==> src/rtl/assert_macros.svh <==
// Assertion macros shared by the timer table RTL.
// Define NO_ASSERTIONS to compile the checks out.
`ifndef ASSERT_MACROS_SVH
`define ASSERT_MACROS_SVH

`ifndef NO_ASSERTIONS

// Checked on every rising edge while reset is released.
`define DETT_ASSERT(lbl, clk, rst_n, prop) \
    lbl: assert property (@(posedge clk) disable iff (!(rst_n)) (prop)) \
        else $error("timer table assertion failed");

// Checked on every rising edge, reset included.
`define DETT_ASSERT_ALWAYS(lbl, clk, prop) \
    lbl: assert property (@(posedge clk) (prop)) \
        else $error("timer table assertion failed");

`else

`define DETT_ASSERT(lbl, clk, rst_n, prop)
`define DETT_ASSERT_ALWAYS(lbl, clk, prop)

`endif

`endif

==> src/rtl/dett_pkg.sv <==
// ----------------------------------------------------------------------------
// Timer table package
// Types, sizes and command and status codes of the delayed-event timer table.
// ----------------------------------------------------------------------------
`default_nettype none

package dett_pkg;

    localparam int SLOTS           = 32;
    localparam int PRIORITY_LEVELS = 8;
    localparam int MAX_DISPATCH    = 32;

    localparam int IDX_W  = (SLOTS > 1) ? $clog2(SLOTS) : 1;
    localparam int CNT_W  = $clog2(SLOTS + 1);
    localparam int DONE_W = $clog2(MAX_DISPATCH + 1);

    localparam logic [2:0] CMD_ADD    = 3'd0;
    localparam logic [2:0] CMD_UPDATE = 3'd1;
    localparam logic [2:0] CMD_REMOVE = 3'd2;
    localparam logic [2:0] CMD_CLEAR  = 3'd3;
    localparam logic [2:0] CMD_TICK   = 3'd4;

    localparam logic [1:0] STS_OK        = 2'd0;
    localparam logic [1:0] STS_BAD_PARAM = 2'd1;
    localparam logic [1:0] STS_NO_SLOT   = 2'd2;
    localparam logic [1:0] STS_NOT_FOUND = 2'd3;

    localparam logic KIND_STATUS   = 1'b0;
    localparam logic KIND_DISPATCH = 1'b1;

    typedef struct packed {
        logic [2:0]  command;
        logic [7:0]  priority_req;
        logic [31:0] event_code;
        logic [31:0] delay;
        logic [31:0] current_time;
        logic [15:0] callback_id;
    } t_in_req;

    typedef struct packed {
        logic        kind;
        logic [1:0]  status;
        logic [7:0]  dispatch_priority;
        logic [31:0] dispatch_event;
        logic [15:0] dispatch_callback;
        logic        cancel_ready;
        logic [5:0]  active_count;
        logic        last;
    } t_out_rsp;

    typedef struct packed {
        logic        valid;
        logic [7:0]  prio;
        logic [31:0] event_code;
        logic [15:0] callback;
        logic [31:0] deadline;
    } t_slot;

    typedef struct packed {
        logic shift;
        logic clear;
    } t_ring_ctl;

    function automatic logic [5:0] sat_count(input logic [CNT_W-1:0] c);
        if (32'(c) > 32'd63) begin
            return 6'd63;
        end
        return 6'(c);
    endfunction

endpackage

`default_nettype wire

==> src/rtl/dett_cell.sv <==
// ----------------------------------------------------------------------------
// Timer table cell
// Holds one timer slot and passes it to its neighbor whenever the ring shifts.
// ----------------------------------------------------------------------------
`default_nettype none

module dett_cell (
    input  wire logic               i_clk,
    input  wire logic               i_rst_n,
    input  wire dett_pkg::t_ring_ctl i_ctl,
    input  wire dett_pkg::t_slot    i_slot,
    output dett_pkg::t_slot         o_slot
);
    import dett_pkg::*;

    logic        r_valid;
    logic [7:0]  r_prio;
    logic [31:0] r_event;
    logic [15:0] r_callback;
    logic [31:0] r_deadline;

    always_ff @(posedge i_clk) begin
        if (!i_rst_n) begin
            r_valid <= 1'b0;
        end else if (i_ctl.clear) begin
            r_valid <= 1'b0;
        end else if (i_ctl.shift) begin
            r_valid <= i_slot.valid;
        end
    end

    always_ff @(posedge i_clk) begin
        if (i_ctl.shift) begin
            r_prio     <= i_slot.prio;
            r_event    <= i_slot.event_code;
            r_callback <= i_slot.callback;
            r_deadline <= i_slot.deadline;
        end
    end

    assign o_slot = '{valid: r_valid, prio: r_prio, event_code: r_event,
                      callback: r_callback, deadline: r_deadline};

endmodule

`default_nettype wire

==> src/rtl/dett_ctrl.sv <==
// ----------------------------------------------------------------------------
// Timer table sequencer
// Decodes requests, walks the slot ring one cell per cycle unless a tick stalls, and drives results.
// ----------------------------------------------------------------------------
`default_nettype none

`include "assert_macros.svh"

module dett_ctrl (
    input  wire logic                i_clk,
    input  wire logic                i_rst_n,
    input  wire logic                i_req_valid,
    output logic                     o_req_ready,
    input  wire dett_pkg::t_in_req   i_req,
    output logic                     o_rsp_valid,
    input  wire logic                i_rsp_ready,
    output dett_pkg::t_out_rsp       o_rsp,
    input  wire dett_pkg::t_slot     i_head,
    output dett_pkg::t_slot          o_tail,
    output dett_pkg::t_ring_ctl      o_ctl
);
    import dett_pkg::*;

    localparam logic [1:0] ST_IDLE = 2'd0;
    localparam logic [1:0] ST_SCAN = 2'd1;
    localparam logic [1:0] ST_IMM  = 2'd2;
    localparam logic [1:0] ST_STAT = 2'd3;

    logic [1:0]       r_state,     n_state;
    t_in_req          r_req,       n_req;
    logic [31:0]      r_new_dl,    n_new_dl;
    logic [IDX_W-1:0] r_idx,       n_idx;
    logic             r_found,     n_found;
    logic [DONE_W-1:0] r_done,     n_done;
    logic [CNT_W-1:0] r_count,     n_count;
    logic [1:0]       r_status,    n_status;
    logic             r_cancel,    n_cancel;
    logic             r_out_valid, n_out_valid;
    t_out_rsp         r_out,       n_out;

    logic out_free;
    logic key_ok;
    logic hit;
    logic take;
    logic expire;

    assign out_free = !r_out_valid || i_rsp_ready;
    assign key_ok   = (i_req.event_code != 32'd0) &&
                      (32'(i_req.priority_req) < PRIORITY_LEVELS);
    assign hit      = i_head.valid && (i_head.prio == r_req.priority_req) &&
                      (i_head.event_code == r_req.event_code);

    always_comb begin
        n_state     = r_state;
        n_req       = r_req;
        n_new_dl    = r_new_dl;
        n_idx       = r_idx;
        n_found     = r_found;
        n_done      = r_done;
        n_count     = r_count;
        n_status    = r_status;
        n_cancel    = r_cancel;
        n_out_valid = r_out_valid && !i_rsp_ready;
        n_out       = r_out;
        o_tail      = i_head;
        o_ctl       = '{shift: 1'b0, clear: 1'b0};
        take        = 1'b0;
        expire      = 1'b0;

        case (r_state)
            ST_IDLE: begin
                if (i_req_valid) begin
                    n_req    = i_req;
                    n_new_dl = i_req.current_time + i_req.delay;
                    n_idx    = '0;
                    n_found  = 1'b0;
                    n_done   = '0;
                    n_cancel = 1'b0;
                    n_status = STS_OK;
                    case (i_req.command)
                        CMD_ADD: begin
                            if (!key_ok || i_req.callback_id == 16'd0) begin
                                n_status = STS_BAD_PARAM;
                                n_state  = ST_STAT;
                            end else if (i_req.delay == 32'd0) begin
                                n_state = ST_IMM;
                            end else begin
                                n_state = ST_SCAN;
                            end
                        end
                        CMD_UPDATE, CMD_REMOVE: begin
                            if (!key_ok) begin
                                n_status = STS_BAD_PARAM;
                                n_state  = ST_STAT;
                            end else begin
                                n_state = ST_SCAN;
                            end
                        end
                        CMD_CLEAR: begin
                            o_ctl.clear = 1'b1;
                            n_count     = '0;
                            n_state     = ST_STAT;
                        end
                        CMD_TICK: begin
                            n_state = ST_SCAN;
                        end
                        default: begin
                            n_status = STS_BAD_PARAM;
                            n_state  = ST_STAT;
                        end
                    endcase
                end
            end

            ST_SCAN: begin
                o_ctl.shift = 1'b1;
                case (r_req.command)
                    CMD_ADD: begin
                        if (!r_found && !i_head.valid) begin
                            take    = 1'b1;
                            o_tail  = '{valid: 1'b1, prio: r_req.priority_req,
                                        event_code: r_req.event_code,
                                        callback: r_req.callback_id,
                                        deadline: r_new_dl};
                            n_count = r_count + CNT_W'(1);
                        end
                    end
                    CMD_UPDATE: begin
                        if (!r_found && hit) begin
                            take            = 1'b1;
                            o_tail.deadline = r_new_dl;
                        end
                    end
                    CMD_REMOVE: begin
                        if (!r_found && hit) begin
                            take         = 1'b1;
                            o_tail.valid = 1'b0;
                            n_count      = r_count - CNT_W'(1);
                        end
                    end
                    default: begin
                        // Tick: expired slots leave through the output register.
                        expire = i_head.valid &&
                                 (r_req.current_time >= i_head.deadline) &&
                                 (32'(r_done) < MAX_DISPATCH);
                        if (expire) begin
                            if (out_free) begin
                                o_tail.valid = 1'b0;
                                n_count      = r_count - CNT_W'(1);
                                n_done       = r_done + DONE_W'(1);
                                n_out_valid  = 1'b1;
                                n_out = '{kind: KIND_DISPATCH, status: STS_OK,
                                          dispatch_priority: i_head.prio,
                                          dispatch_event: i_head.event_code,
                                          dispatch_callback: i_head.callback,
                                          cancel_ready: 1'b0,
                                          active_count: sat_count(n_count),
                                          last: 1'b0};
                            end else begin
                                o_ctl.shift = 1'b0;
                            end
                        end
                    end
                endcase

                if (take) begin
                    n_found = 1'b1;
                end

                if (o_ctl.shift) begin
                    n_idx = r_idx + IDX_W'(1);
                    if (r_idx == IDX_W'(SLOTS - 1)) begin
                        n_idx   = '0;
                        n_state = ST_STAT;
                        case (r_req.command)
                            CMD_ADD: begin
                                n_status = n_found ? STS_OK : STS_NO_SLOT;
                                n_cancel = 1'b1;
                            end
                            CMD_UPDATE, CMD_REMOVE: begin
                                n_status = n_found ? STS_OK : STS_NOT_FOUND;
                            end
                            default: begin
                                n_status = STS_OK;
                            end
                        endcase
                    end
                end
            end

            ST_IMM: begin
                if (out_free) begin
                    n_out_valid = 1'b1;
                    n_out = '{kind: KIND_DISPATCH, status: STS_OK,
                              dispatch_priority: r_req.priority_req,
                              dispatch_event: r_req.event_code,
                              dispatch_callback: r_req.callback_id,
                              cancel_ready: 1'b1,
                              active_count: sat_count(r_count),
                              last: 1'b0};
                    n_status = STS_OK;
                    n_cancel = 1'b0;
                    n_state  = ST_STAT;
                end
            end

            default: begin
                if (out_free) begin
                    n_out_valid = 1'b1;
                    n_out = '{kind: KIND_STATUS, status: r_status,
                              dispatch_priority: 8'd0, dispatch_event: 32'd0,
                              dispatch_callback: 16'd0, cancel_ready: r_cancel,
                              active_count: sat_count(r_count), last: 1'b1};
                    n_state = ST_IDLE;
                end
            end
        endcase
    end

    always_ff @(posedge i_clk) begin
        if (!i_rst_n) begin
            r_state     <= ST_IDLE;
            r_idx       <= '0;
            r_found     <= 1'b0;
            r_done      <= '0;
            r_count     <= '0;
            r_status    <= STS_OK;
            r_cancel    <= 1'b0;
            r_out_valid <= 1'b0;
        end else begin
            r_state     <= n_state;
            r_idx       <= n_idx;
            r_found     <= n_found;
            r_done      <= n_done;
            r_count     <= n_count;
            r_status    <= n_status;
            r_cancel    <= n_cancel;
            r_out_valid <= n_out_valid;
        end
    end

    always_ff @(posedge i_clk) begin
        r_req    <= n_req;
        r_new_dl <= n_new_dl;
        r_out    <= n_out;
    end

    assign o_req_ready = (r_state == ST_IDLE);
    assign o_rsp_valid = r_out_valid;
    assign o_rsp       = r_out;

    `DETT_ASSERT(a_count_bound, i_clk, i_rst_n, 32'(r_count) <= SLOTS)
    `DETT_ASSERT(a_one_request, i_clk, i_rst_n,
        (i_req_valid && o_req_ready) |=> !o_req_ready)
    `DETT_ASSERT(a_idx_home, i_clk, i_rst_n, (r_state != ST_SCAN) |-> (r_idx == '0))

endmodule

`default_nettype wire

==> src/rtl/delayed_event_timer_table_core.sv <==
// ----------------------------------------------------------------------------
// Delayed-event timer table
// Timer slots kept in a ring of cells, scanned by a single sequencer.
// ----------------------------------------------------------------------------
// Usage:
//   Requests enter on i_req_valid / o_req_ready, one command per request.
//   Results leave on o_rsp_valid / i_rsp_ready; every request ends with one
//   status result marked by last, and add with zero delay or tick may send
//   dispatch results before it, in slot order.
//   Add with a nonzero delay, update, remove and tick rotate the slot ring
//   once, one cell per cycle unless a tick holds the rotation. Clear, bad
//   parameters and zero-delay add do not rotate the ring.
//   One request is worked on at a time; the next request is accepted as soon
//   as the status result sits in the output register.
//   When the receiver stalls, a tick that has an expired slot at the ring head
//   holds the rotation until the output register frees up.
//   Reset clears every slot valid bit and the armed count.
// ----------------------------------------------------------------------------
`default_nettype none

module delayed_event_timer_table_core (
    input  wire logic              i_clk,
    input  wire logic              i_rst_n,
    input  wire logic              i_req_valid,
    output logic                   o_req_ready,
    input  wire dett_pkg::t_in_req i_req,
    output logic                   o_rsp_valid,
    input  wire logic              i_rsp_ready,
    output dett_pkg::t_out_rsp     o_rsp
);
    import dett_pkg::*;

    t_slot     w_slot [SLOTS];
    t_slot     w_tail;
    t_ring_ctl w_ctl;

    dett_ctrl u_ctrl (
        .i_clk       (i_clk),
        .i_rst_n     (i_rst_n),
        .i_req_valid (i_req_valid),
        .o_req_ready (o_req_ready),
        .i_req       (i_req),
        .o_rsp_valid (o_rsp_valid),
        .i_rsp_ready (i_rsp_ready),
        .o_rsp       (o_rsp),
        .i_head      (w_slot[0]),
        .o_tail      (w_tail),
        .o_ctl       (w_ctl)
    );

    // The head cell is examined each cycle; its updated copy enters at the tail.
    for (genvar g = 0; g < SLOTS; g++) begin : g_cell
        if (g == SLOTS - 1) begin : g_tail
            dett_cell u_cell (
                .i_clk   (i_clk),
                .i_rst_n (i_rst_n),
                .i_ctl   (w_ctl),
                .i_slot  (w_tail),
                .o_slot  (w_slot[g])
            );
        end else begin : g_mid
            dett_cell u_cell (
                .i_clk   (i_clk),
                .i_rst_n (i_rst_n),
                .i_ctl   (w_ctl),
                .i_slot  (w_slot[g + 1]),
                .o_slot  (w_slot[g])
            );
        end
    end

endmodule

`default_nettype wire
==> config.mk <==
export PLATFORM = sky130hd
export DESIGN_NAME = delayed_event_timer_table_core
export DESIGN_NICKNAME = d
export VERILOG_FILES = /design/src/rtl/dett_pkg.sv /design/src/rtl/dett_cell.sv /design/src/rtl/dett_ctrl.sv /design/src/rtl/delayed_event_timer_table_core.sv
export VERILOG_INCLUDE_DIRS = /design/src /design/src/rtl
export SDC_FILE = /design/constraint.sdc
export NUM_CORES = 2
export LEC_CHECK = 0
export ABC_CLOCK_PERIOD_IN_PS = 66500
export BUFFER_PORTS_ARGS = -buffer_cell sky130_fd_sc_hd__buf_2
export CAP_MARGIN = 20
export CORE_MARGIN = 2
export CORE_UTILIZATION = 34
export DETAILED_ROUTE_END_ITERATION = 12
export HOLD_SLACK_MARGIN = 0.08
export PLACE_DENSITY_LB_ADDON = 0.3
export SLEW_MARGIN = 0
export SYNTH_ARGS = -nofsm -noshare
export SYNTH_HDL_FRONTEND = slang
export SYNTH_SLANG_ARGS = --single-unit
==> constraint.sdc <==
create_clock -name i_clk -period 66.5 [get_ports i_clk]
set_clock_uncertainty 0.1 [all_clocks]
set_input_delay 3.325 -clock i_clk [delete_from_list [all_inputs] [get_ports i_clk]]
set_output_delay 3.325 -clock i_clk [all_outputs]
set_load 0.02 [all_outputs]
==> results.py <==
metrics = {
    "status": {
        "status": "finished clean",
    },
    "grt": {
        "grt_pass1_vias": 36794,
        "grt_first_pass_wirelength_microns": 224000,
        "grt_usage": 0.0982,
        "gr-total-overflow": 0,
        "antenna_found_initial": 13,
        "grt_max_degree": 213,
    },
    "floorplanning": {
        "die-area_sq_um": 292000,
        "coreArea_sq_um": 286000,
        "row_count": 196,
        "die_width_microns": 540,
        "top_level_ports": 196,
        "start_util": 0.342,
        "dieHeight_microns": 540,
    },
    "synth": {
        "synth-edff-count": 3006,
        "ys_warn_count": 0,
        "syn_inst": 4040,
        "syn_area_sq_um": 97800,
        "syn_nets": 4240,
        "synth_area_leaders": "edfxtp_1 92%, dfxtp_1 1.1%, ha_1 0.92%, mux2_2 0.64%, o21ai_0 0.51%",
        "synth_cell_types": 73,
        "synth_top_area_cell": "edfxtp_1",
        "yosysSeqAreaShare": 0.934,
        "ys_async_sr_fraction": 0,
        "synth_area_per_cell_sq_um": 24.2,
        "ys.flop_type": "edfxtp_1",
        "ys_ff_latch": 3062,
        "synth.top_cell.area_share": 0.923,
    },
    "routing": {
        "dr.pass1.iters": 6,
        "ant_nets": 0,
        "routed_via_density": 4.40,
        "drc": 0,
        "drt_iter0_drc": 3675,
        "vias": 37594,
        "routedWlPerCell_microns": 17.3,
        "drt-total-wl_microns": 148000,
    },
    "worst_setup_path": {
        "crit_path_end_kind": "flip-flop",
        "required_ns": 66.81,
        "regToRegSetupSlack_ns": 57.31,
        "critPathMaxStageDelay_ns": 0.91,
        "rr_worst_depth": 16,
        "worstReg2RegEnd": "g_cell[1].g_mid.u_cell.r_prio[3]",
        "r2r_start": "u_ctrl.r_req[18]",
        "path_class": "input pin to flip-flop",
        "cp_common_cell": "buf_4",
        "slowest_stage": "buf_4",
        "arrival_ns": 10.12,
        "path_cells": "buf_2, nand2b_1, o31ai_4, buf_4, inv_8, buf_4, buf_4, buf_4, buf_4, buf_4, buf_4",
        "crit_path_start_kind": "input pin",
        "worstPathMaxFanout": 145,
    },
    "worst_hold_path": {
        "hp-start": "g_cell[3].g_mid.u_cell.r_deadline[23]",
        "hold_path.class": "flip-flop to flip-flop",
        "min_to": "g_cell[2].g_mid.u_cell.r_deadline[23]",
        "holdPathStages": 0,
    },
    "layout": {
        "fill_cells": 24913,
        "drive_above_1_share": 0.159,
        "design_area_sq_um": 114000,
        "fin_util": 0.398,
        "syn2layout_area_growth_pct": 16.2,
        "nets": 4740,
    },
    "place": {
        "postPlaceCellArea_sq_um": 104000,
        "portBuffers": 195,
        "dpl.hpwl_microns": 78200,
        "gp_congestion": 0.792,
    },
    "sta": {
        "min_period_over_period": 0.147,
        "hold_viol_final": 0,
        "grt_setup_unrepaired": "no",
        "period_minus_slack_ns": 9.80,
        "slew_headroom": 0.263,
        "worst_pin_slew_ns": 1.10,
        "fin_setup_tns_ns": 0,
        "max_freq_mhz": 102,
        "maxSlewViolCount": 0,
        "setup-violations-final": 0,
    },
    "clocking": {
        "clock-sinks": 3062,
        "clk_latency_ns": 0.86,
        "postCtsHoldBufs": 0,
        "cts_buffers": 316,
        "cts_resized": 0,
        "clk_pin_slew_ns": 0.06,
        "cts_buffer_depth": 4,
        "htreeDepth": 5,
        "cts_tree": "built",
        "root_buffer": "clkbuf_16",
        "post_cts_buffers": 0,
    },
    "run": {
        "cap_violations": 0,
    },
    "pwr": {
        "peakVddDrop_mv": 0.0295,
        "powerDensity_nw_per_um2": 45.4,
        "p_leak_uw": 0.0369,
    },
}
## cell usage after synthesis, drive strengths merged (5+ instances only)
master	count
a211oi	11
a21o	25
a21oi	63
a22o	55
and2	8
and3	8
buf	11
clkbuf	46
dfxtp	56
edfxtp	3006
ha	72
inv	58
mux2	56
mux2i	6
nand2	117
nand2b	14
nand3	49
nand4	14
nor2	40
nor2b	10
nor3	30
nor4	29
o211ai	6
o21ai	101
o21bai	5
or3	7
or4	5
xnor2	23
xor2	44
## metrics by stage
stage                     hold slack, ns  total power [uW]  setup WS (ns)  cells
final                              0.259              5160          56.70   8553
after detailed placement           0.305              3530          55.71   7980
after global routing               0.277              5400          56.07   8548
after CTS                          0.257              5250          56.66   8542
after global placement             0.300              3520          55.98   7980
after floorplan                    0.300              4820           5.50   4040
## cell usage in the layout (no fill, tap or decap), types with 56 or more instances in the layout
master,n
edfxtp_1,3006
nand2_1,117
mux2_2,56
buf_2,195
clkinv_2,66
clkbuf_16,320
ha_1,72
inv_1,56
clkinv_1,62
dfxtp_1,56
o21ai_0,98
a21oi_1,63
## cells by family after synthesis
logic type / after synthesis / synth area share
and+or+nand+nor: 350 / 0.0180
buffers and inverters: 116 / 0.00455
muxes: 62 / 0.00706
AOI/OAI and AO/OA: 310 / 0.0208
xor gates and xnor gates: 67 / 0.00600
DFF: 3062 / 0.934
adders and majority gates: 73 / 0.00941
## worst max path at each step
stage | startpoint | endpoint | slack (ns) | cells past startpoint
3_5_place_dp | i_rsp_ready | g_cell[21].g_mid.u_cell.r_event[18] | 55.71 | 11
5_1_grt | i_rsp_ready | g_cell[20].g_mid.u_cell.r_event[18] | 56.07 | 11
3_3_place_gp | i_rsp_ready | g_cell[0].g_mid.u_cell.r_event[28] | 55.98 | 11
2_1_floorplan | i_rsp_ready | g_cell[0].g_mid.u_cell.r_callback[0] | 5.50 | 4
4_1_cts | i_rsp_ready | g_cell[20].g_mid.u_cell.r_event[18] | 56.66 | 11
6_report | i_rsp_ready | g_cell[1].g_mid.u_cell.r_prio[3] | 56.70 | 11
## layer usage
| layer | vias to the layer above | share of wire | global-route usage |
|---|---|---|---|
| met5 | - | 0.000088 | 0 |
| met4 | 2 | 0.035 | 0.0379 |
| met1 | 19241 | 0.50 | 0.151 |
| met2 | 776 | 0.42 | 0.136 |
| li1 | 17223 | - | - |
| met3 | 352 | 0.045 | 0.0204 |
## worst max-delay path: cells and delay by family
family	cells	cell delay [ns]
buffers and inverters	9	6.14
AND/OR/NAND/NOR	1	0.19
AO/OA/AOI/OAI	1	0.09
## layout make-up
| cell class | count | area, sq um | area share |
|---|---|---|---|
| repair buffers | 239 | 1430 | 0.0126 |
| multi-input cells | 862 | 6030 | 0.0531 |
| clock buffers | 376 | 8250 | 0.0726 |
| flip-flops and latches | 3062 | 91400 | 0.804 |
| clock inverters | 186 | 1610 | 0.0142 |
| well taps | 3762 | 4710 | 0.0414 |
| diodes | 7 | 17.5 | 0.000154 |
| inverters | 59 | 234 | 0.00206 |
## registers in the layout, indices dropped and copies added (netlist names), 32 cells and up
register                         flops
g_cell.g_mid.u_cell.r_callback     496
g_cell.g_mid.u_cell.r_deadline     992
g_cell.g_mid.u_cell.r_event        992
g_cell.g_mid.u_cell.r_prio         248
g_cell.g_tail.u_cell.r_deadline     32
g_cell.g_tail.u_cell.r_event        32
u_ctrl.o_rsp                        67
u_ctrl.r_new_dl                     32
u_ctrl.r_req                        91
## power by group
group	internal [uW]	switching, uW	total [uW]	leakage [uW]
sequential	2880	153	3030	0.0284
combinational	78.5	382	460	0.00364
clock	970	705	1670	0.00482
total	3920	1240	5160	0.0369
Power figures use the tool's default switching activity.
